===== src/rtl/ecmp_pkg.sv =====
// shared constants, types and hash helper functions for the ecmp next-hop selector
// no dependencies; imported by every module of the block

package ecmp_pkg;

    localparam int DEF_MAX_NEXT_HOPS = 64;

    localparam int HASH_W  = 32;
    localparam int ADDR_W  = 32;
    localparam int PORT_W  = 16;
    localparam int PROTO_W = 8;

    // accepted protocol numbers
    localparam logic [PROTO_W-1:0] PROTO_TCP  = 8'h06;
    localparam logic [PROTO_W-1:0] PROTO_UDP  = 8'h11;
    localparam logic [PROTO_W-1:0] PROTO_ACK  = 8'hFC;
    localparam logic [PROTO_W-1:0] PROTO_NACK = 8'hFD;

    // murmur3 x86_32 constants
    localparam logic [HASH_W-1:0] MM_C1     = 32'hcc9e2d51;
    localparam logic [HASH_W-1:0] MM_C2     = 32'h1b873593;
    localparam logic [HASH_W-1:0] MM_N      = 32'he6546b64;
    localparam logic [HASH_W-1:0] MM_F1     = 32'h85ebca6b;
    localparam logic [HASH_W-1:0] MM_F2     = 32'hc2b2ae35;
    localparam logic [HASH_W-1:0] KEY_BYTES = 32'd12;

    // decoupling queue and remainder pipeline shape
    localparam int QUEUE_DEPTH        = 4;
    localparam int MOD_BITS_PER_STAGE = 4;
    localparam int MOD_STAGES         = HASH_W / MOD_BITS_PER_STAGE;
    localparam int HASH_STAGES        = 8;

    typedef struct packed {
        logic [HASH_W-1:0] w0;
        logic [HASH_W-1:0] w1;
        logic [HASH_W-1:0] w2;
    } flow_key_t;

    typedef struct packed {
        logic valid;
        logic full;
    } queue_status_t;

    // width of a hop count that can hold max_hops itself
    function automatic int hop_w(input int max_hops);
        return $clog2(max_hops + 1);
    endfunction

    // width of an index below max_hops, at least one bit
    function automatic int idx_w(input int max_hops);
        return (max_hops > 1) ? $clog2(max_hops) : 1;
    endfunction

    function automatic logic [HASH_W-1:0] rotl15(input logic [HASH_W-1:0] x);
        return {x[16:0], x[31:17]};
    endfunction

    function automatic logic [HASH_W-1:0] rotl13(input logic [HASH_W-1:0] x);
        return {x[18:0], x[31:19]};
    endfunction

    // h ^= k; h = rotl13(h); h = h * 5 + n
    function automatic logic [HASH_W-1:0] mix_h(input logic [HASH_W-1:0] h,
                                                input logic [HASH_W-1:0] k);
        logic [HASH_W-1:0] x;
        x = rotl13(h ^ k);
        return x + {x[HASH_W-3:0], 2'b00} + MM_N;
    endfunction

endpackage


===== src/rtl/ecmp_front.sv =====
// front end: takes header beats, checks protocol and hop count, builds the flow key
// depends on ecmp_pkg; feeds ecmp_queue

module ecmp_front
    import ecmp_pkg::*;
#(
    parameter int MAX_NEXT_HOPS = DEF_MAX_NEXT_HOPS
)
(
    input  logic                              clk,
    input  logic                              rst_n,
    input  logic                              in_valid,
    output logic                              in_stall,
    input  logic [ADDR_W-1:0]                 src_addr,
    input  logic [ADDR_W-1:0]                 dst_addr,
    input  logic [PROTO_W-1:0]                protocol,
    input  logic [PORT_W-1:0]                 src_port,
    input  logic [PORT_W-1:0]                 dst_port,
    input  logic [hop_w(MAX_NEXT_HOPS)-1:0]   hop_count,
    input  queue_status_t                     q_status,
    output logic                              q_push,
    output flow_key_t                         key,
    output logic                              err,
    output logic [hop_w(MAX_NEXT_HOPS)-1:0]   hops
);

    localparam int HOP_W = hop_w(MAX_NEXT_HOPS);

    logic              fr_valid_reg;
    logic              fr_valid_next;
    flow_key_t         key_reg;
    logic              err_reg;
    logic [HOP_W-1:0]  hops_reg;
    logic              accept;
    logic              proto_ok;
    logic              hops_ok;

    always_comb
    begin
        case (protocol) inside
            PROTO_TCP, PROTO_UDP, PROTO_ACK, PROTO_NACK: proto_ok = 1'b1;
            default:                                     proto_ok = 1'b0;
        endcase
    end

    assign hops_ok = (hop_count != '0) && (hop_count <= HOP_W'(MAX_NEXT_HOPS));

    assign in_stall = fr_valid_reg && q_status.full;
    assign accept   = in_valid && !in_stall;
    assign q_push   = fr_valid_reg && !q_status.full;

    always_comb
    begin
        fr_valid_next = fr_valid_reg;
        if (accept)
        begin
            fr_valid_next = 1'b1;
        end
        else if (q_push)
        begin
            fr_valid_next = 1'b0;
        end
    end

    always_ff @(posedge clk or negedge rst_n)
    begin
        if (!rst_n)
        begin
            fr_valid_reg <= 1'b0;
        end
        else
        begin
            fr_valid_reg <= fr_valid_next;
        end
    end

    always_ff @(posedge clk)
    begin
        if (accept)
        begin
            key_reg.w0 <= src_addr;
            key_reg.w1 <= dst_addr;
            key_reg.w2 <= {dst_port, src_port};
            err_reg    <= !(proto_ok && hops_ok);
            hops_reg   <= hop_count;
        end
    end

    assign key  = key_reg;
    assign err  = err_reg;
    assign hops = hops_reg;

endmodule


===== config.mk =====
export PLATFORM = sky130hd
export DESIGN_NAME = ecmp_front
export DESIGN_NICKNAME = d
export VERILOG_FILES = /design/src/rtl/ecmp_pkg.sv /design/src/rtl/ecmp_front.sv
export SDC_FILE = /design/constraint.sdc
export NUM_CORES = 1
export LEC_CHECK = 0
export ABC_CLOCK_PERIOD_IN_PS = 8950
export BUFFER_PORTS_ARGS = -buffer_cell sky130_fd_sc_hd__buf_4
export CAP_MARGIN = 20
export CORE_MARGIN = 2
export CORE_UTILIZATION = 44
export DETAILED_ROUTE_END_ITERATION = 8
export PLACE_DENSITY = 0.95
export SLEW_MARGIN = 20
export SYNTH_ARGS = -nofsm -noshare
export SYNTH_HDL_FRONTEND = slang
export SYNTH_SLANG_ARGS = --single-unit

===== constraint.sdc =====
create_clock -name clk -period 8.95 [get_ports clk]
set_input_delay 0.4475 -clock clk [delete_from_list [all_inputs] [get_ports clk]]
set_output_delay 0.4475 -clock clk [all_outputs]
set_load 0.02 [all_outputs]

==> results of run 1 <==
stage by stage:
step,power (uW),cells
2_1_floorplan,640,119
3_3_place_gp,715,440
3_5_place_dp,721,440
4_1_cts,1060,457
5_1_grt,1090,457
6_report,1050,457
placed cells by master (no fill, tap or decap):
cell           Yosys  routed
o31a_1             1       1
and4b_1            1       1
clkinv_4           0       1
clkinvlp_4         0       1
nor4bb_1           2       2
bufinv_16          0       3
buf_4              0     222
o21ai_0            1       1
or4_4              1       1
dlygate4sd3_1      0       1
nor2b_4            0       1
nor4_1             2       2
inv_6              0       2
dfrtp_1            1       1
and2_1             1       1
a211o_1            1       1
or2_2              1       1
nand4_1            1       1
nor2b_1            2       1
clkbuf_8           0       9
edfxtp_1         104     104
cells by family (layout without fill, tap and decap cells):
family,count (synthesis),after routing,synth area share (%)
DFF,105,105,96.7
buffers and inverters,0,239,0
and+or+nand+nor,11,11,2.61
AOI/OAI and AO/OA,3,3,0.692
routing by layer:
layer / wire length [um] / up-vias
met1: 2750 / 1024
met2: 4340 / 128
met3: 777 / 14
met4: 163 / 0
met5: 0 / -
li1: - / 955
area by class of cell:
class                      count  area (sq um)
timing repair buffer         223          1680
tap                           99           124
multi-input combinational     14           115
clock buffer                   9           124
sequential                   105          3150
clock inverter                 7           124
fill                         477          1900
path summary, 6_finish.rpt:
kind	end	slack, ns	from
setup / recovery	key[71]	6.68	fr_valid_reg
hold / removal	key[67]	0.26	src_addr[3]
setup reg to reg	key[71]	6.68	fr_valid_reg
hold reg to reg	fr_valid_reg	0.74	fr_valid_reg
max in group asynchronous	fr_valid_reg	8.44	rst_n
min in group asynchronous	fr_valid_reg	0.43	rst_n
power by group:
part	switching, uW	internal (uW)
Combinational	64.1	63.8
Clock	155	188
Sequential	7.82	573
Total	227	825
repair_timing:
item,CTS,global route
hold buffers,1,0
gates resized for setup,0,0
endpoints found under the hold margin,1,0
worst max-delay path, stage by stage, from the launching register on:
cell and delay [ns]:
dfrtp_1 0.38, and2_1 0.19, nor2b_4 0.11, buf_4 0.45, buf_4 0.72
==> out/metrics.yaml, run 1 <==
timing:
  final-max-slew-violation-count: 0
  totalNegativeSetupSlack_ns: 0
  whs_ns: 0.265
  finalCriticalPeriod_ns: 2.27
  setup_violations: 0
  timing.final.ws_setup_ns: 6.68
  worstMarginPinSlew_ns: 0.780
  max_slew_margin_pct: 48.0
  rsz0062_at_grt: "false"
  clock.fmax_ghz: 0.440
  skew_ns: 0.00743
  final_hold_viol_count: 0
  final_critical_path_share_of_the_clock_period_pct: 25.4
drt:
  wl_per_cell_um: 17.6
  drt-total-wl_mm: 8.03
  drt_iter0_drc: 105
  via_per_inst: 4.64
  routed-via-count: 2121
  detail_route.first_pass.iterations: 4
  antenna_violating_nets_post_route: 0
  detail_route.drc_violations: 0
logic_synthesis:
  seq_area_frac_synth_pct: 96.7
  synth.avg_cell_area_sq_um: 27.4
  ys.warnings.count: 0
  synth_enable_flop_cells: 104
  cell_area_after_technology_mapping_sq_um: 3260
  synthesis.instances: 119
  synth.area.top_cells: "edfxtp_1 (96%), dfrtp_1 (0.77%), nor4bb_1 (0.61%)"
  synthesis.nets: 235
  asyncSetResetFlopFracSynth_pct: 0.952
  synth_seq_cells: 105
  synth.most_common_cell: "edfxtp_1"
  dominantRegCellSynth: "edfxtp_1"
  synth_top_area_cell: "edfxtp_1"
  synth.cells.most_frequent: "edfxtp_1 (104), nor2b_1 (2), nor4_1 (2), nor4bb_1 (2)"
  synth_top_area_share_pct: 95.9
  synthDistinctLibCells: 13
placement:
  buffer_ports.inserted: 220
  dpl.hpwl_mm: 6.27
  postPlaceCellArea_sq_um: 5050
  pre_cts_slack_ns: 6.49
  gp_congestion: 0.715
final_layout:
  post-route-util_pct: 73.6
  final_layout_size_suffix_gt1_share_pct: 67.3
  final_cell_area_sq_um: 5310
  largest_reg_flops: 96
  layout.nets: 469
  flow.area_growth_from_synthesis_pct: 63.1
  antenna-diode-count: 0
power:
  max-vdd-ir-drop_mv: 0.145
  static-leakage-power_uw: 0.00223
  cellPowerDensity_nw_per_um2: 198
clock_tree:
  worst_skew_pair.late_latency_ns: 0.35
  cts_max_level: 3
  clkTransAtPathRegs_ns: 0.10
  numClockSinks: 105
  tritoncts.num_buffers: 9
  max_root_sink_buffers: 2
  total_setup_buffers_inserted_after_cts: 0
  cts-root-buf: "clkbuf_8"
  clock_tree_from_tritoncts: "done"
floorplanning:
  floorplan.die_area_sq_um: 8100
  pin_count: 222
  fp.coreArea_sq_um: 7210
  fp.dieW_um: 90.0
  core.rowCount: 31
  die_height_um: 90.0
  initial_utilization_pct: 45.1
global_route:
  first_pass_grt_wire_length_mm: 12.2
  first_global_vias: 2280
  overflow: 0
  grt_start_max_net_pins: 63
  grtUsageTotal_pct: 20.0
  global_route.usage.met3_pct: 8.21
  antenna_violations_before_repair: 0
  globalRouteMet1Util_pct: 21.0
  use_met2_pct: 36.3
  grt-busiest-layer: "met2"
setup_path:
  start_kind: "flop"
  crit_path_arrival_time_ns: 2.25
  worst-endpoint-required_ns: 8.93
  reg2regPathDepth: 4
  worstSetupPathType: "flop to flop"
  critical_path_peak_fanout: 62
  timing.critical_path.to_type: "flop"
run:
  timing.max_cap.violations: 0
hold_path:
  hold_path.class: "input port to flop"
  hold-path-cell-count: 1
outcome:
  run_status: "finished, final reports clean"
Note: power is estimated with default switching activity, not from simulation.
==> run 2: changes to the inputs <==
--- a/config.mk
+++ b/config.mk
@@ -5,13 +5,13 @@
 export SDC_FILE = /design/constraint.sdc
 export NUM_CORES = 1
 export LEC_CHECK = 0
-export ABC_CLOCK_PERIOD_IN_PS = 8950
+export ABC_CLOCK_PERIOD_IN_PS = 1950
 export BUFFER_PORTS_ARGS = -buffer_cell sky130_fd_sc_hd__buf_4
 export CAP_MARGIN = 20
 export CORE_MARGIN = 2
-export CORE_UTILIZATION = 44
+export CORE_UTILIZATION = 37
 export DETAILED_ROUTE_END_ITERATION = 8
-export PLACE_DENSITY = 0.95
+export PLACE_DENSITY = 0.87
 export SLEW_MARGIN = 20
 export SYNTH_ARGS = -nofsm -noshare
 export SYNTH_HDL_FRONTEND = slang
==> constraint.sdc (replaced) <==
create_clock -name clk -period 1.95 [get_ports clk]
set_input_delay 0.0975 -clock clk [delete_from_list [all_inputs] [get_ports clk]]
set_output_delay 0.0975 -clock clk [all_outputs]
set_load 0.02 [all_outputs]
==> run 2 against run 1 <==
The flow now stops in clock tree synthesis. Area after synthesis unchanged. Synthesized cell count unchanged.
==> out/metrics.yaml, run 2 <==
outcome:
  run_status: "aborted with a tool error"
  outcome.stop_stage: "clock tree synthesis"
  stop_error: "[ERROR RSZ-0060] Max buffer count reached."
floorplanning:
  die_height_um: 97.8
  fp.dieW_um: 97.8
  core.rowCount: 34
  pin_count: 222
  initial_utilization_pct: 37.7
logic_synthesis:
  synth.avg_cell_area_sq_um: 27.4
  dominantRegCellSynth: "edfxtp_1"
  synth_adder_area_share_pct: 0
  synth_simple_gate_area_share_pct: 2.61
  synth.cells.most_frequent: "edfxtp_1 (104), nor2b_1 (2), nor4_1 (2), nor4bb_1 (2)"
  synthesis.instances: 119
  seq_area_frac_synth_pct: 96.7
  synth_compound_gate_area_share_pct: 0.692
  synth_enable_flop_cells: 104
  synth.most_common_cell: "edfxtp_1"
  synth.area.top_cells: "edfxtp_1 (96%), dfrtp_1 (0.77%), nor4bb_1 (0.61%)"
  asyncSetResetFlopFracSynth_pct: 0.952
  ys.warnings.count: 0
  post_synth_xor_area_fraction_pct: 0
  synth_top_area_share_pct: 95.9
  synthesis.nets: 235
  synth_seq_cells: 105
  combinational_family_with_the_most_area_after_synthesis: "simple AND/OR/NAND/NOR gates"
  cell_area_after_technology_mapping_sq_um: 3260
  synthDistinctLibCells: 13
  post_synth_mux_area_share_pct: 0
  synth_top_area_cell: "edfxtp_1"
clock_tree:
  ctsHoldBuffers: 101
  total_setup_buffers_inserted_after_cts: 0
  numClockSinks: 105
  tritoncts.num_buffers: 9
  post_cts_resize_count: 0
  cts-root-buf: "clkbuf_8"
  max_root_sink_buffers: 2
  cts_max_level: 3
placement:
  postPlaceCellArea_sq_um: 5080
  gp_congestion: 0.721
  buffer_ports.inserted: 220
## run 2: kinds of logic after synthesis
family             after synthesis
DFF                            105
AOI/OAI and AO/OA                3
and+or+nand+nor                 11
## run 2: per-stage QoR
stage / util, % / hold slack, ns / cells / setup slack, ns
floorplan: - / -0.198 / 119 / -0.543
global placement: 58.8 / -0.127 / 449 / 0.463
detailed placement: 58.8 / -0.127 / 449 / 0.429
==> run 3: changes to the inputs <==
--- a/config.mk
+++ b/config.mk
@@ -5,13 +5,13 @@
 export SDC_FILE = /design/constraint.sdc
 export NUM_CORES = 1
 export LEC_CHECK = 0
-export ABC_CLOCK_PERIOD_IN_PS = 1950
+export ABC_CLOCK_PERIOD_IN_PS = 2500
 export BUFFER_PORTS_ARGS = -buffer_cell sky130_fd_sc_hd__buf_4
 export CAP_MARGIN = 20
 export CORE_MARGIN = 2
-export CORE_UTILIZATION = 37
+export CORE_UTILIZATION = 40
 export DETAILED_ROUTE_END_ITERATION = 8
-export PLACE_DENSITY = 0.87
+export PLACE_DENSITY_LB_ADDON = 0.15
 export SLEW_MARGIN = 20
 export SYNTH_ARGS = -nofsm -noshare
 export SYNTH_HDL_FRONTEND = slang
==> constraint.sdc (replaced) <==
create_clock -name clk -period 2.5 [get_ports clk]
set_input_delay 0.125 -clock clk [delete_from_list [all_inputs] [get_ports clk]]
set_output_delay 0.125 -clock clk [all_outputs]
set_load 0.02 [all_outputs]
==> run 3 against run 2 <==
The flow again stops in clock tree synthesis. Synthesized cell count unchanged. Area after synthesis unchanged.
==> out/metrics.yaml, run 3 <==
outcome:
  run_status: "aborted with a tool error"
  outcome.stop_stage: "clock tree synthesis"
  stop_error: "[ERROR RSZ-0060] Max buffer count reached."
logic_synthesis:
  synth.cells.most_frequent: "edfxtp_1 (104), nor2b_1 (2), nor4_1 (2), nor4bb_1 (2)"
  synth_seq_cells: 105
  synth_enable_flop_cells: 104
  synth.area.top_cells: "edfxtp_1 (96%), dfrtp_1 (0.77%), nor4bb_1 (0.61%)"
  synthDistinctLibCells: 13
  synth_top_area_cell: "edfxtp_1"
  dominantRegCellSynth: "edfxtp_1"
  synth_top_area_share_pct: 95.9
  synthesis.nets: 235
  synth.avg_cell_area_sq_um: 27.4
  synthesis.instances: 119
  seq_area_frac_synth_pct: 96.7
  cell_area_after_technology_mapping_sq_um: 3260
  synth.most_common_cell: "edfxtp_1"
  asyncSetResetFlopFracSynth_pct: 0.952
  ys.warnings.count: 0
clock_tree:
  max_root_sink_buffers: 2
  post_cts_resize_count: 0
  ctsHoldBuffers: 101
  cts_max_level: 3
  cts-root-buf: "clkbuf_8"
  numClockSinks: 105
  tritoncts.num_buffers: 9
  total_setup_buffers_inserted_after_cts: 0
placement:
  buffer_ports.inserted: 220
  gp_congestion: 0.692
  dpl.hpwl_mm: 5.53
  dp.cells: 443
floorplanning:
  pin_count: 222
  initial_utilization_pct: 41.7
  core.rowCount: 32
  die_height_um: 94.2
  fp.dieW_um: 94.2
-- run 3: cell counts after synthesis --
No cell type changed its count.
-- run 3: kinds of logic after synthesis --
| kind of cell | synth area share [%] |
|---|---|
| AND/OR/NAND/NOR | 2.61 |
| flip-flops | 96.7 |
| AO/OA/AOI/OAI | 0.692 |
-- run 3: per-stage QoR --
step                util, %  instance area [sq um]  setup slack, ns  hold WS, ns
global placement       65.0                   5070             1.01      -0.0984
detailed placement     65.0                   5070             1.01      -0.0965
floorplan                 -                   3270          0.00718       -0.171
