**config.mk**
```make
export PLATFORM = sky130hd
export DESIGN_NAME = ecmp_queue
export DESIGN_NICKNAME = d
export VERILOG_FILES = /design/src/rtl/ecmp_pkg.sv /design/src/rtl/ecmp_queue.sv
export SDC_FILE = /design/constraint.sdc
export NUM_CORES = 1
export LEC_CHECK = 0
export BUFFER_PORTS_ARGS = -buffer_cell sky130_fd_sc_hd__buf_2
export CORE_UTILIZATION = 30
export DETAILED_ROUTE_END_ITERATION = 12
export SLEW_MARGIN = 20
export SYNTH_ARGS = -nofsm -noshare
export SYNTH_HDL_FRONTEND = slang
export SYNTH_SLANG_ARGS = --single-unit
export TNS_END_PERCENT = 100
```
**constraint.sdc**
```tcl
create_clock -name clk -period 2.5 [get_ports clk]
set_input_delay 0.25 -clock clk [delete_from_list [all_inputs] [get_ports clk]]
set_output_delay 0.25 -clock clk [all_outputs]
set_load 0.03 [all_outputs]
```
**src/rtl/ecmp_pkg.sv**
```systemverilog
// shared constants, types and hash helper functions for the ecmp next-hop selector
// no dependencies; imported by every module of the block

package ecmp_pkg;

    localparam int DEF_MAX_NEXT_HOPS = 64;

    localparam int HASH_W  = 32;
    localparam int ADDR_W  = 32;
    localparam int PORT_W  = 16;
    localparam int PROTO_W = 8;

    // accepted protocol numbers
    localparam logic [PROTO_W-1:0] PROTO_TCP  = 8'h06;
    localparam logic [PROTO_W-1:0] PROTO_UDP  = 8'h11;
    localparam logic [PROTO_W-1:0] PROTO_ACK  = 8'hFC;
    localparam logic [PROTO_W-1:0] PROTO_NACK = 8'hFD;

    // murmur3 x86_32 constants
    localparam logic [HASH_W-1:0] MM_C1     = 32'hcc9e2d51;
    localparam logic [HASH_W-1:0] MM_C2     = 32'h1b873593;
    localparam logic [HASH_W-1:0] MM_N      = 32'he6546b64;
    localparam logic [HASH_W-1:0] MM_F1     = 32'h85ebca6b;
    localparam logic [HASH_W-1:0] MM_F2     = 32'hc2b2ae35;
    localparam logic [HASH_W-1:0] KEY_BYTES = 32'd12;

    // decoupling queue and remainder pipeline shape
    localparam int QUEUE_DEPTH        = 4;
    localparam int MOD_BITS_PER_STAGE = 4;
    localparam int MOD_STAGES         = HASH_W / MOD_BITS_PER_STAGE;
    localparam int HASH_STAGES        = 8;

    typedef struct packed {
        logic [HASH_W-1:0] w0;
        logic [HASH_W-1:0] w1;
        logic [HASH_W-1:0] w2;
    } flow_key_t;

    typedef struct packed {
        logic valid;
        logic full;
    } queue_status_t;

    // width of a hop count that can hold max_hops itself
    function automatic int hop_w(input int max_hops);
        return $clog2(max_hops + 1);
    endfunction

    // width of an index below max_hops, at least one bit
    function automatic int idx_w(input int max_hops);
        return (max_hops > 1) ? $clog2(max_hops) : 1;
    endfunction

    function automatic logic [HASH_W-1:0] rotl15(input logic [HASH_W-1:0] x);
        return {x[16:0], x[31:17]};
    endfunction

    function automatic logic [HASH_W-1:0] rotl13(input logic [HASH_W-1:0] x);
        return {x[18:0], x[31:19]};
    endfunction

    // h ^= k; h = rotl13(h); h = h * 5 + n
    function automatic logic [HASH_W-1:0] mix_h(input logic [HASH_W-1:0] h,
                                                input logic [HASH_W-1:0] k);
        logic [HASH_W-1:0] x;
        x = rotl13(h ^ k);
        return x + {x[HASH_W-3:0], 2'b00} + MM_N;
    endfunction

endpackage

```
**src/rtl/ecmp_queue.sv**
```systemverilog
// short flop-based fifo between the front end and the hash pipeline
// depends on ecmp_pkg for the status struct

module ecmp_queue
    import ecmp_pkg::*;
#(
    parameter int WIDTH = 8,
    parameter int DEPTH = QUEUE_DEPTH
)
(
    input  logic             clk,
    input  logic             rst_n,
    input  logic             push,
    input  logic [WIDTH-1:0] wr_data,
    input  logic             pop,
    output logic [WIDTH-1:0] rd_data,
    output queue_status_t    status
);

    localparam int PTR_W = (DEPTH > 1) ? $clog2(DEPTH) : 1;
    localparam int CNT_W = $clog2(DEPTH + 1);

    logic [WIDTH-1:0] mem_reg [DEPTH];
    logic [PTR_W-1:0] wr_ptr_reg;
    logic [PTR_W-1:0] wr_ptr_next;
    logic [PTR_W-1:0] rd_ptr_reg;
    logic [PTR_W-1:0] rd_ptr_next;
    logic [CNT_W-1:0] count_reg;
    logic [CNT_W-1:0] count_next;
    logic             do_push;
    logic             do_pop;

    assign status.valid = (count_reg != '0);
    assign status.full  = (count_reg == CNT_W'(DEPTH));
    assign do_push      = push && !status.full;
    assign do_pop       = pop && status.valid;
    assign rd_data      = mem_reg[rd_ptr_reg];

    always_comb
    begin
        wr_ptr_next = wr_ptr_reg;
        rd_ptr_next = rd_ptr_reg;
        count_next  = count_reg;
        if (do_push)
        begin
            wr_ptr_next = (wr_ptr_reg == PTR_W'(DEPTH - 1)) ? '0 : wr_ptr_reg + 1'b1;
        end
        if (do_pop)
        begin
            rd_ptr_next = (rd_ptr_reg == PTR_W'(DEPTH - 1)) ? '0 : rd_ptr_reg + 1'b1;
        end
        if (do_push && !do_pop)
        begin
            count_next = count_reg + 1'b1;
        end
        else if (do_pop && !do_push)
        begin
            count_next = count_reg - 1'b1;
        end
    end

    always_ff @(posedge clk or negedge rst_n)
    begin
        if (!rst_n)
        begin
            wr_ptr_reg <= '0;
            rd_ptr_reg <= '0;
            count_reg  <= '0;
        end
        else
        begin
            wr_ptr_reg <= wr_ptr_next;
            rd_ptr_reg <= rd_ptr_next;
            count_reg  <= count_next;
        end
    end

    always_ff @(posedge clk)
    begin
        if (do_push)
        begin
            mem_reg[wr_ptr_reg] <= wr_data;
        end
    end

endmodule

```
==> results of run 1 <==
layout make-up:
class	count	area share, %
Inverter	3	0.5929
Tap cell	70	4.611
Sequential cell	39	59.82
Clock inverter	2	0.6588
Multi-Input combinational cell	34	24.44
Clock buffer	6	3.821
Timing Repair Buffer	22	6.061
worst register-to-register path, stage by stage (launching register included):
cell     delay, ps
dfrtp_1        470
or3_4          440
nand2_4        100
ha_1           190
inv_1           60
fa_1           380
xor2_1         180
nor2_1         120
xor2_1         160
cell usage in the layout, fill, tap and decap left out:
cell           synthesis  routed
nor2_1                 3       3
ha_1                   6       6
xor2_1                 2       2
nor3b_4                1       1
dlygate4sd3_1          0       1
fa_1                   1       1
inv_1                  3       3
buf_2                  1      21
or3_4                  1       1
nor2b_2                1       1
and2_2                 4       4
clkinvlp_4             0       1
clkinv_2               0       1
clkbuf_8               0       5
mux4_2                 8       8
nand2_4                1       1
clkbuf_1               1       1
dfrtp_1                7       7
mux2_4                 4       4
xnor2_1                1       1
edfxtp_1              32      32
mux2_2                 1       1
worst max path at each step:
stage | endpoint | cells past startpoint | from | slack (ps)
3_3_place_gp | count_reg[2]$_DFFE_PN0P_ | 8 | count_reg[0]$_DFFE_PN0P_ | 470
3_5_place_dp | count_reg[2]$_DFFE_PN0P_ | 8 | count_reg[0]$_DFFE_PN0P_ | 370
6_report | count_reg[2]$_DFFE_PN0P_ | 8 | count_reg[0]$_DFFE_PN0P_ | 340
4_1_cts | count_reg[2]$_DFFE_PN0P_ | 8 | count_reg[0]$_DFFE_PN0P_ | 320
2_1_floorplan | count_reg[1]$_DFFE_PN0P_ | 7 | count_reg[0]$_DFFE_PN0P_ | 400
5_1_grt | count_reg[2]$_DFFE_PN0P_ | 8 | count_reg[0]$_DFFE_PN0P_ | 200
cell families (layout without fill, tap and decap cells):
logic type | Yosys count | after routing | share of synthesized area (%)
XOR/XNOR | 3 | 3 | 1.611
multiplexers | 13 | 13 | 15.41
adder cells (fa/ha/maj) | 7 | 7 | 5.828
flip-flops | 39 | 39 | 69.63
buffers and inverters | 6 | 33 | 1.917
AND/OR/NAND/NOR | 11 | 11 | 5.598
metal layers:
layer	track usage [%]	wire length (um)	up-vias
met5	0	0	-
met4	4.938	30	0
met3	3.307	120	5
met2	17.90	1320	20
met1	12.33	1138	380
li1	-	-	353
where the power goes:
group | internal (mW) | total, mW | switching [mW]
Sequential | 0.879 | 1.04 | 0.160
Combinational | 0.400 | 0.852 | 0.452
Clock | 0.195 | 0.404 | 0.209
timing repair:
action	in CTS	in global routing
hold buffers	1	0
buffers inserted	0	0
gates resized for setup	0	0
endpoints found under the hold margin	7	0
==> metrics, run 1 <==
cells after synthesis=79; Syn. warnings=0; Vias=758; Worst setup EP type=flip-flop; Inserted Diodes=0; Startpoint Class=flip-flop; Distinct cells, synth=19; Starting Density=31.54%; Final period util=86.49%; CP bufs+invs=1; required time of the critical path=2710 ps; placed inst area=0.001804 mm2; Slew Limit Headroom=58.20%; clk buf depth=2; GPL Wtd Cong=0.5833; first-pass GRT wire length=4.119 mm; final worst slack=337.8 ps; max cap viols=0; Hold EP=mem_reg[0][2]$_DFFE_PP_; PortBufs=21; post-synthesis sequential area ratio=69.63%; Post-Place Cells=167; Worst-Margin Slew=627.0 ps; Leak=0.7064 nW; status=finished clean; Global Route Usage Sum=10.61%; Hold Path Cell Cnt=1; Num CTS Buffers=5; Setup CP Type=flip-flop to flip-flop; utilization after layout=36.72%; clk_skew=1.885 ps; fill count=496; most common cell type on the critical path=xor2_1; f_max=462.5 MHz; final instance area=0.001899 mm2; grt total ovfl=0; maximum number of pins on one net before global-route repair=13; CP max stage delay=470 ps; largest cells by area after synthesis=edfxtp_1 (59%), mux4_2 (11%), dfrtp_1 (11%), ha_1 (4.6%), mux2_4 (3.7%); Pwr Total=2.295 mW; # setup viols final=0; slowest stage cell, crit path=dfrtp_1; initial antenna violation count=0; Worst R2R Start=count_reg[0]$_DFFE_PN0P_; Post-DRT Antenna Nets=0; number of synthesized flops with an enable pin=32; row cnt=26; Nets=124; Synth Net Count=98; Routed WL per cell=14.82 um; Final Hold Slack=179.8 ps; most common cell in the synthesized netlist=edfxtp_1; share of the synthesized area in the top cell type=58.90%; crit path max fanout=4; Synth Area per Inst=20.65 um2; ratio of cells with drive above 1 in the final layout=46.23%; TritonCTS clock tree=done; cell taking the most area after synthesis=edfxtp_1; R2R Path End=count_reg[2]$_DFFE_PN0P_; Sequential Area=0.001136 mm2; CP Cell Sequence=or3_4, nand2_4, ha_1, inv_1, fa_1, xor2_1, nor2_1, xor2_1; dpl hpwl=1.764 mm; RSZ-0062 raised after global routing=false; Tmin final=2162 ps; Slew Limit Fails=0; Area growth, synth to finish=16.41%; initial DRC count=21; Yosys reg bits=39; Worst Path Arrival=2370 ps; Num Clock Sinks=39; Async SR Flop Fraction=17.95%; via/cell ratio=4.307; Reg clk slew, reported paths=70 ps; R2R Setup Slk=340 ps; Die Wd=75.75 um; Mapped Area=0.001632 mm2; Multi-input gate area=464.2 um2; Cell Pwr Density=1208 mW/mm2; # IOs=22; vias in the first global route=856; Worst VDD drop=0.4550 mV; synth cell count leaders=edfxtp_1 (32), mux4_2 (8), dfrtp_1 (7); Hold Path Origin=wr_data[2]; Root Buffer=clkbuf_8; max FFs per register=32; Die Y=75.75 um; CP delay by family, top=simple AND/OR/NAND/NOR gates; final hold violation count=0; DRC Markers=0; iteration count of the initial detailed-routing pass=3; area of the die=0.005737 mm2; final cell count without fillers=176; Top FF cell, synth=edfxtp_1; Hold WC Path Type=primary input to flip-flop; core footprint=0.005172 mm2; clk_lat worst skew=280 ps; H-tree levels=2; Total Neg Setup Slack=0 ps; R2R cell count=8; final wirelength=2.609 mm; Setup WS pre-CTS=370.9 ps
No activity file was read; power rests on OpenSTA's default activity.
==> run 2, diff against run 1 <==
--- a/config.mk
+++ b/config.mk
@@ -8,6 +8,7 @@
 export BUFFER_PORTS_ARGS = -buffer_cell sky130_fd_sc_hd__buf_2
 export CORE_UTILIZATION = 30
 export DETAILED_ROUTE_END_ITERATION = 12
+export PLACE_DENSITY = 0.53
 export SLEW_MARGIN = 20
 export SYNTH_ARGS = -nofsm -noshare
 export SYNTH_HDL_FRONTEND = slang
==> metrics, run 2 (synthesis results as in run 1) <==
P_sw=0.8118 mW (-1.2%); Hold WC Path Type=primary input to flip-flop; H-tree levels=2 (unchanged); clk_skew=1.977 ps (+0.09173 ps); Setup WS pre-CTS=358.4 ps (-12.42 ps); Hold Path Cell Cnt=1 (unchanged); # IOs=22 (unchanged); RSZ-0062 raised after global routing=false; Worst VDD drop=0.5125 mV (+13%); Total Neg Setup Slack=0 ps (unchanged); iteration count of the initial detailed-routing pass=4 (+1); commonest non-fill, non-tap cells in the layout=edfxtp_1 (32), buf_2 (21), mux4_2 (8); area of the die=0.005737 mm2 (unchanged); Sw Share=35.68% (-0.11 points); GPL Wtd Cong=0.6676 (+14%); Leak=0.7067 nW (about the same); Slew Limit Headroom=56.88% (-1.3 points); Num CTS Buffers=5 (unchanged); first-pass GRT wire length=4.112 mm (-0.17%); Startpoint Class=flip-flop; maximum number of pins on one net before global-route repair=12 (-1); Vias=772 (+1.8%); Die Y=75.75 um (unchanged); Global Route Usage Sum=10.73% (+0.12 points); Slew Limit Fails=0 (unchanged); row cnt=26 (unchanged); initial antenna violation count=0 (unchanged); Worst Path Arrival=2360 ps (about the same); sequential fraction of design power=45.8% (+0.5 points); ratio of cells with drive above 1 in the final layout=45.71% (-0.51 points); Setup Fix Bufs, Post-CTS=0 (unchanged); status=finished clean; core footprint=0.005172 mm2 (unchanged); initial DRC count=14 (-33%); max cap viols=0 (unchanged); Setup CP Type=flip-flop to flip-flop; Post-DRT Antenna Nets=0 (unchanged); clk buf depth=2 (unchanged); via/cell ratio=4.411 (+2.4%); DRC Markers=0 (unchanged); final cell count without fillers=175 (-0.57%); Worst-Margin Slew=646.8 ps (+19.81 ps); Hold Path Origin=wr_data[6]; max FFs per register=32 (unchanged); grt total ovfl=0 (unchanged); crit path max fanout=4 (unchanged); final wirelength=2.662 mm (+2.0%); Cell Pwr Density=1203 mW/mm2 (-0.48%); f_max=466.9 MHz (+0.95%); R2R Setup Slk=360 ps (+20 ps); Reg clk slew, reported paths=70 ps (about the same); R2R Path End=count_reg[2]$_DFFE_PN0P_; final hold violation count=0 (unchanged); vias in the first global route=802 (-6.3%); internal power=1.463 mW (-0.70%); commonest non-fill, non-tap cell in the layout=edfxtp_1; Num Clock Sinks=39 (unchanged); PortBufs=21 (unchanged); Routed WL per cell=15.21 um (+2.6%); Hold EP=mem_reg[0][6]$_DFFE_PP_; Worst R2R Start=count_reg[0]$_DFFE_PN0P_; Clock Power Share=17.1% (-0.5 points); Post-Place Cells=167 (unchanged); Die Wd=75.75 um (unchanged); clk_lat worst skew=290 ps (about the same); R2R cell count=8 (unchanged); required time of the critical path=2720 ps (about the same); Tmin final=2142 ps (-20.26 ps); Area growth, synth to finish=15.95%; final worst slack=358.1 ps (+20.27 ps); Final period util=85.68% (-0.81 points); Worst setup EP type=flip-flop; Starting Density=31.54% (unchanged); Gates resized, CTS repair=0 (unchanged); combinational share of power=37.1% (about the same); TritonCTS clock tree=done; Inserted Diodes=0 (unchanged); Root Buffer=clkbuf_8; dpl hpwl=1.821 mm (+3.3%); # setup viols final=0 (unchanged); Nets=124 (unchanged)
-- run 2: how the worst max path moves through the flow --
stage	startpoint	endpoint	slack, ps
after floorplan	count_reg[0]$_DFFE_PN0P_	count_reg[1]$_DFFE_PN0P_	400
after detailed placement	count_reg[0]$_DFFE_PN0P_	count_reg[2]$_DFFE_PN0P_	360
after global routing	count_reg[0]$_DFFE_PN0P_	count_reg[2]$_DFFE_PN0P_	250
after global placement	count_reg[0]$_DFFE_PN0P_	count_reg[2]$_DFFE_PN0P_	460
final	count_reg[0]$_DFFE_PN0P_	count_reg[2]$_DFFE_PN0P_	360
after CTS	count_reg[0]$_DFFE_PN0P_	count_reg[2]$_DFFE_PN0P_	350
-- run 2: cell type report --
class,instances,area (um2)
timing repair buffer,22,115.1
inverter,3,11.26
fill,486,3281
multi-input combinational,34,464.2
tap,70,87.58
clock inverter,2,8.758
clock buffer,5,68.82
sequential,39,1136
-- run 2: power groups by stage --
| stage | Sequential (mW) | Combinational (mW) | Clock, mW |
|---|---|---|---|
| 2_1_floorplan | 0.961 | 0.742 | 0 |
| 3_3_place_gp | 1.05 | 0.833 | 0 |
| 3_5_place_dp | 1.06 | 0.857 | 0 |
| 4_1_cts | 1.05 | 0.860 | 0.412 |
| 5_1_grt | 1.07 | 0.924 | 0.433 |
| 6_report | 1.04 | 0.844 | 0.389 |
-- run 2: routing by layer --
metal	GRT usage, %	vias up	wire [um]
li1	-	352	-
met1	12.44	390	1066
met2	17.50	23	1372
met3	4.233	7	171
met4	4.938	0	52
met5	0	-	0
-- run 2: what timing repair did --
action                     in CTS  in global routing
setup endpoints to repair       0                  0
hold endpoints to repair        7                  0
hold buffers                    1                  0
-- run 2: worst max-delay path, cell delays in order, from the launching register on --
cell and delay, ps:
dfrtp_1 450, or3_4 440, nand2_4 100, ha_1 190, inv_1 60, fa_1 390, xor2_1 180, nor2_1 110
xor2_1 150
-- run 2: metrics by stage --
step / cell area (um2) / total power, mW / utilization (%) / hold WS [ps]
floorplan: 1632 / 1.703 / - / -45.59
finish: 1892 / 2.275 / 36.57 / 174.6
global route: 1892 / 2.426 / 36.57 / 170.5
detailed placement: 1804 / 1.919 / 34.88 / 98.07
global placement: 1804 / 1.880 / 34.88 / 95.12
CTS: 1892 / 2.320 / 36.57 / 165.4
==> run 3, diff against run 2 <==
--- a/config.mk
+++ b/config.mk
@@ -5,10 +5,10 @@
 export SDC_FILE = /design/constraint.sdc
 export NUM_CORES = 1
 export LEC_CHECK = 0
-export BUFFER_PORTS_ARGS = -buffer_cell sky130_fd_sc_hd__buf_2
 export CORE_UTILIZATION = 30
 export DETAILED_ROUTE_END_ITERATION = 12
-export PLACE_DENSITY = 0.53
+export DONT_BUFFER_PORTS = 1
+export PLACE_DENSITY = 0.5
 export SLEW_MARGIN = 20
 export SYNTH_ARGS = -nofsm -noshare
 export SYNTH_HDL_FRONTEND = slang
==> metrics, run 3 (synthesis results as in run 1) <==
PortBufs=0 (-100%); RSZ-0062 raised after global routing=false; ratio of cells with drive above 1 in the final layout=33.72% (-12 points); R2R cell count=8 (unchanged); P_sw=0.7803 mW (-3.9%); Worst VDD drop=0.3102 mV (-39%); internal power=1.514 mW (+3.5%); max FFs per register=32 (unchanged); Setup CP Type=flip-flop to flip-flop; # setup viols final=0 (unchanged); H-tree levels=2 (unchanged); Routed WL per cell=15.57 um (+2.4%); Tmin final=2207 ps (+64.95 ps); TritonCTS clock tree=done; final instance area=0.001824 mm2 (-3.6%); met3 global-route usage=6.217% (+2.0 points); status=finished clean; area of the die=0.005737 mm2 (unchanged); Clock Power Share=21.6% (+4.5 points); DRC Markers=0 (unchanged); Worst-Margin Slew=608.9 ps (-37.94 ps); Num Clock Sinks=39 (unchanged); Slew Limit Headroom=59.41% (+2.5 points); f_max=453.1 MHz (-2.9%); Inserted Diodes=0 (unchanged); Nets=104 (-16%); Starting Density=31.54% (unchanged); GRT busiest layer=met2; initial antenna violation count=0 (unchanged); met1 Use GR=11.71% (-0.72 points); grt total ovfl=0 (unchanged); Startpoint Class=flip-flop; Hold Path Cell Cnt=0 (-1); Global Route Usage Sum=10.35% (-0.38 points); clk buf depth=2 (unchanged); initial DRC count=57 (+43); Hold WC Path Type=primary input to flip-flop; maximum number of pins on one net before global-route repair=13 (+1); Post-DRT Antenna Nets=0 (unchanged); crit path max fanout=4 (unchanged); Total Neg Setup Slack=0 ps (unchanged); Die Wd=75.75 um (unchanged); Gates resized, CTS repair=0 (unchanged); row cnt=26 (unchanged); final worst slack=293.1 ps (-64.95 ps); Cell Pwr Density=1258 mW/mm2 (+4.6%); first-pass GRT wire length=3.905 mm (-5.0%); core footprint=0.005172 mm2 (unchanged); # IOs=22 (unchanged); clk_skew=2.980 ps (+1.003 ps); Sw Share=34.01% (-1.7 points); Post-Place Cells=147 (-12%); Vias=692 (-10%); required time of the critical path=2710 ps (about the same); commonest non-fill, non-tap cell in the layout=edfxtp_1; Setup WS pre-CTS=287.9 ps (-70.59 ps); final wirelength=2.429 mm (-8.8%); fill count=476 (-2.1%); Die Y=75.75 um (unchanged); Worst Path Arrival=2420 ps (+60 ps); vias in the first global route=717 (-11%); via/cell ratio=4.436 (+0.55%); commonest non-fill, non-tap cells in the layout=edfxtp_1 (32), mux4_2 (8), dfrtp_1 (7); final cell count without fillers=156 (-11%); final hold violation count=0 (unchanged); Root Buffer=clkbuf_8; Reg clk slew, reported paths=70 ps (about the same); Num CTS Buffers=5 (unchanged); max cap viols=0 (unchanged); GR Util met2=15.54% (-2.0 points); clk_lat worst skew=280 ps (about the same); Final period util=88.27% (+2.6 points); Leak=0.6435 nW (-8.9%); placed inst area=0.001707 mm2 (-5.4%); Worst setup EP type=flip-flop; Area growth, synth to finish=11.81%; Slew Limit Fails=0 (unchanged); GPL Wtd Cong=0.8101 (+21%); combinational share of power=33.2% (-3.9 points); iteration count of the initial detailed-routing pass=4 (unchanged); sequential fraction of design power=45.2% (-0.6 points)
## run 3: cell types whose count changed in the layout (fill, tap and decap cells not counted), sizes merged
cell,change
buf,-20
bufinv,+1
## run 3: worst paths after layout
path | start | to | slack (ps)
setup / recovery | count_reg[0]$_DFFE_PN0P_ | count_reg[2]$_DFFE_PN0P_ | 290
hold / removal | wr_data[1] | mem_reg[0][1]$_DFFE_PP_ | 60
setup reg to reg | count_reg[0]$_DFFE_PN0P_ | count_reg[2]$_DFFE_PN0P_ | 290
hold reg to reg | count_reg[2]$_DFFE_PN0P_ | count_reg[2]$_DFFE_PN0P_ | 510
max in group asynchronous | rst_n | rd_ptr_reg[0]$_DFFE_PN0P_ | 1950
min in group asynchronous | rst_n | wr_ptr_reg[1]$_DFFE_PN0P_ | 300
## run 3: timing repair
item                                   CTS  global route
endpoints found under the hold margin    7             0
hold buffers                             1             0
buffers inserted                         0             0
## run 3: power groups by stage
stage	sequential (mW)	clock, mW	combinational (mW)
after global placement	1.05	0	0.761
after detailed placement	1.06	0	0.775
after floorplan	0.961	0	0.742
final	1.04	0.495	0.762
after CTS	1.05	0.516	0.782
after global routing	1.07	0.538	0.831
## run 3: per-stage QoR
stage | total power [mW] | hold slack, ps | utilization, %
floorplan | 1.703 | -45.59 | -
global placement | 1.813 | -45.34 | 32.99
detailed placement | 1.837 | -45.32 | 32.99
CTS | 2.347 | 42.91 | 35.27
global route | 2.437 | 33.31 | 35.27
finish | 2.294 | 57.44 | 35.27
## run 3: layout make-up
class	instances	area, um2	area share (%)
sequential	39	1136	62.28
multi-input combinational	34	464.2	25.45
tap	70	87.58	4.801
clock buffer	5	68.82	3.772
clock inverter	3	38.79	2.126
timing repair buffer	2	17.52	0.9602
inverter	3	11.26	0.6173
## run 3: metal layers
layer / share of wire (%) / up-vias
met3: 10 / 5
met4: 2.0 / 0
met1: 39 / 354
met5: 0 / -
li1: - / 310
met2: 48 / 23
## run 3: worst max-delay path: stages, from the launching register on
cell,delay (ps)
dfrtp_1,460
or3_4,490
nand2_4,120
ha_1,180
inv_1,60
fa_1,380
xor2_1,170
nor2_1,120
xor2_1,150
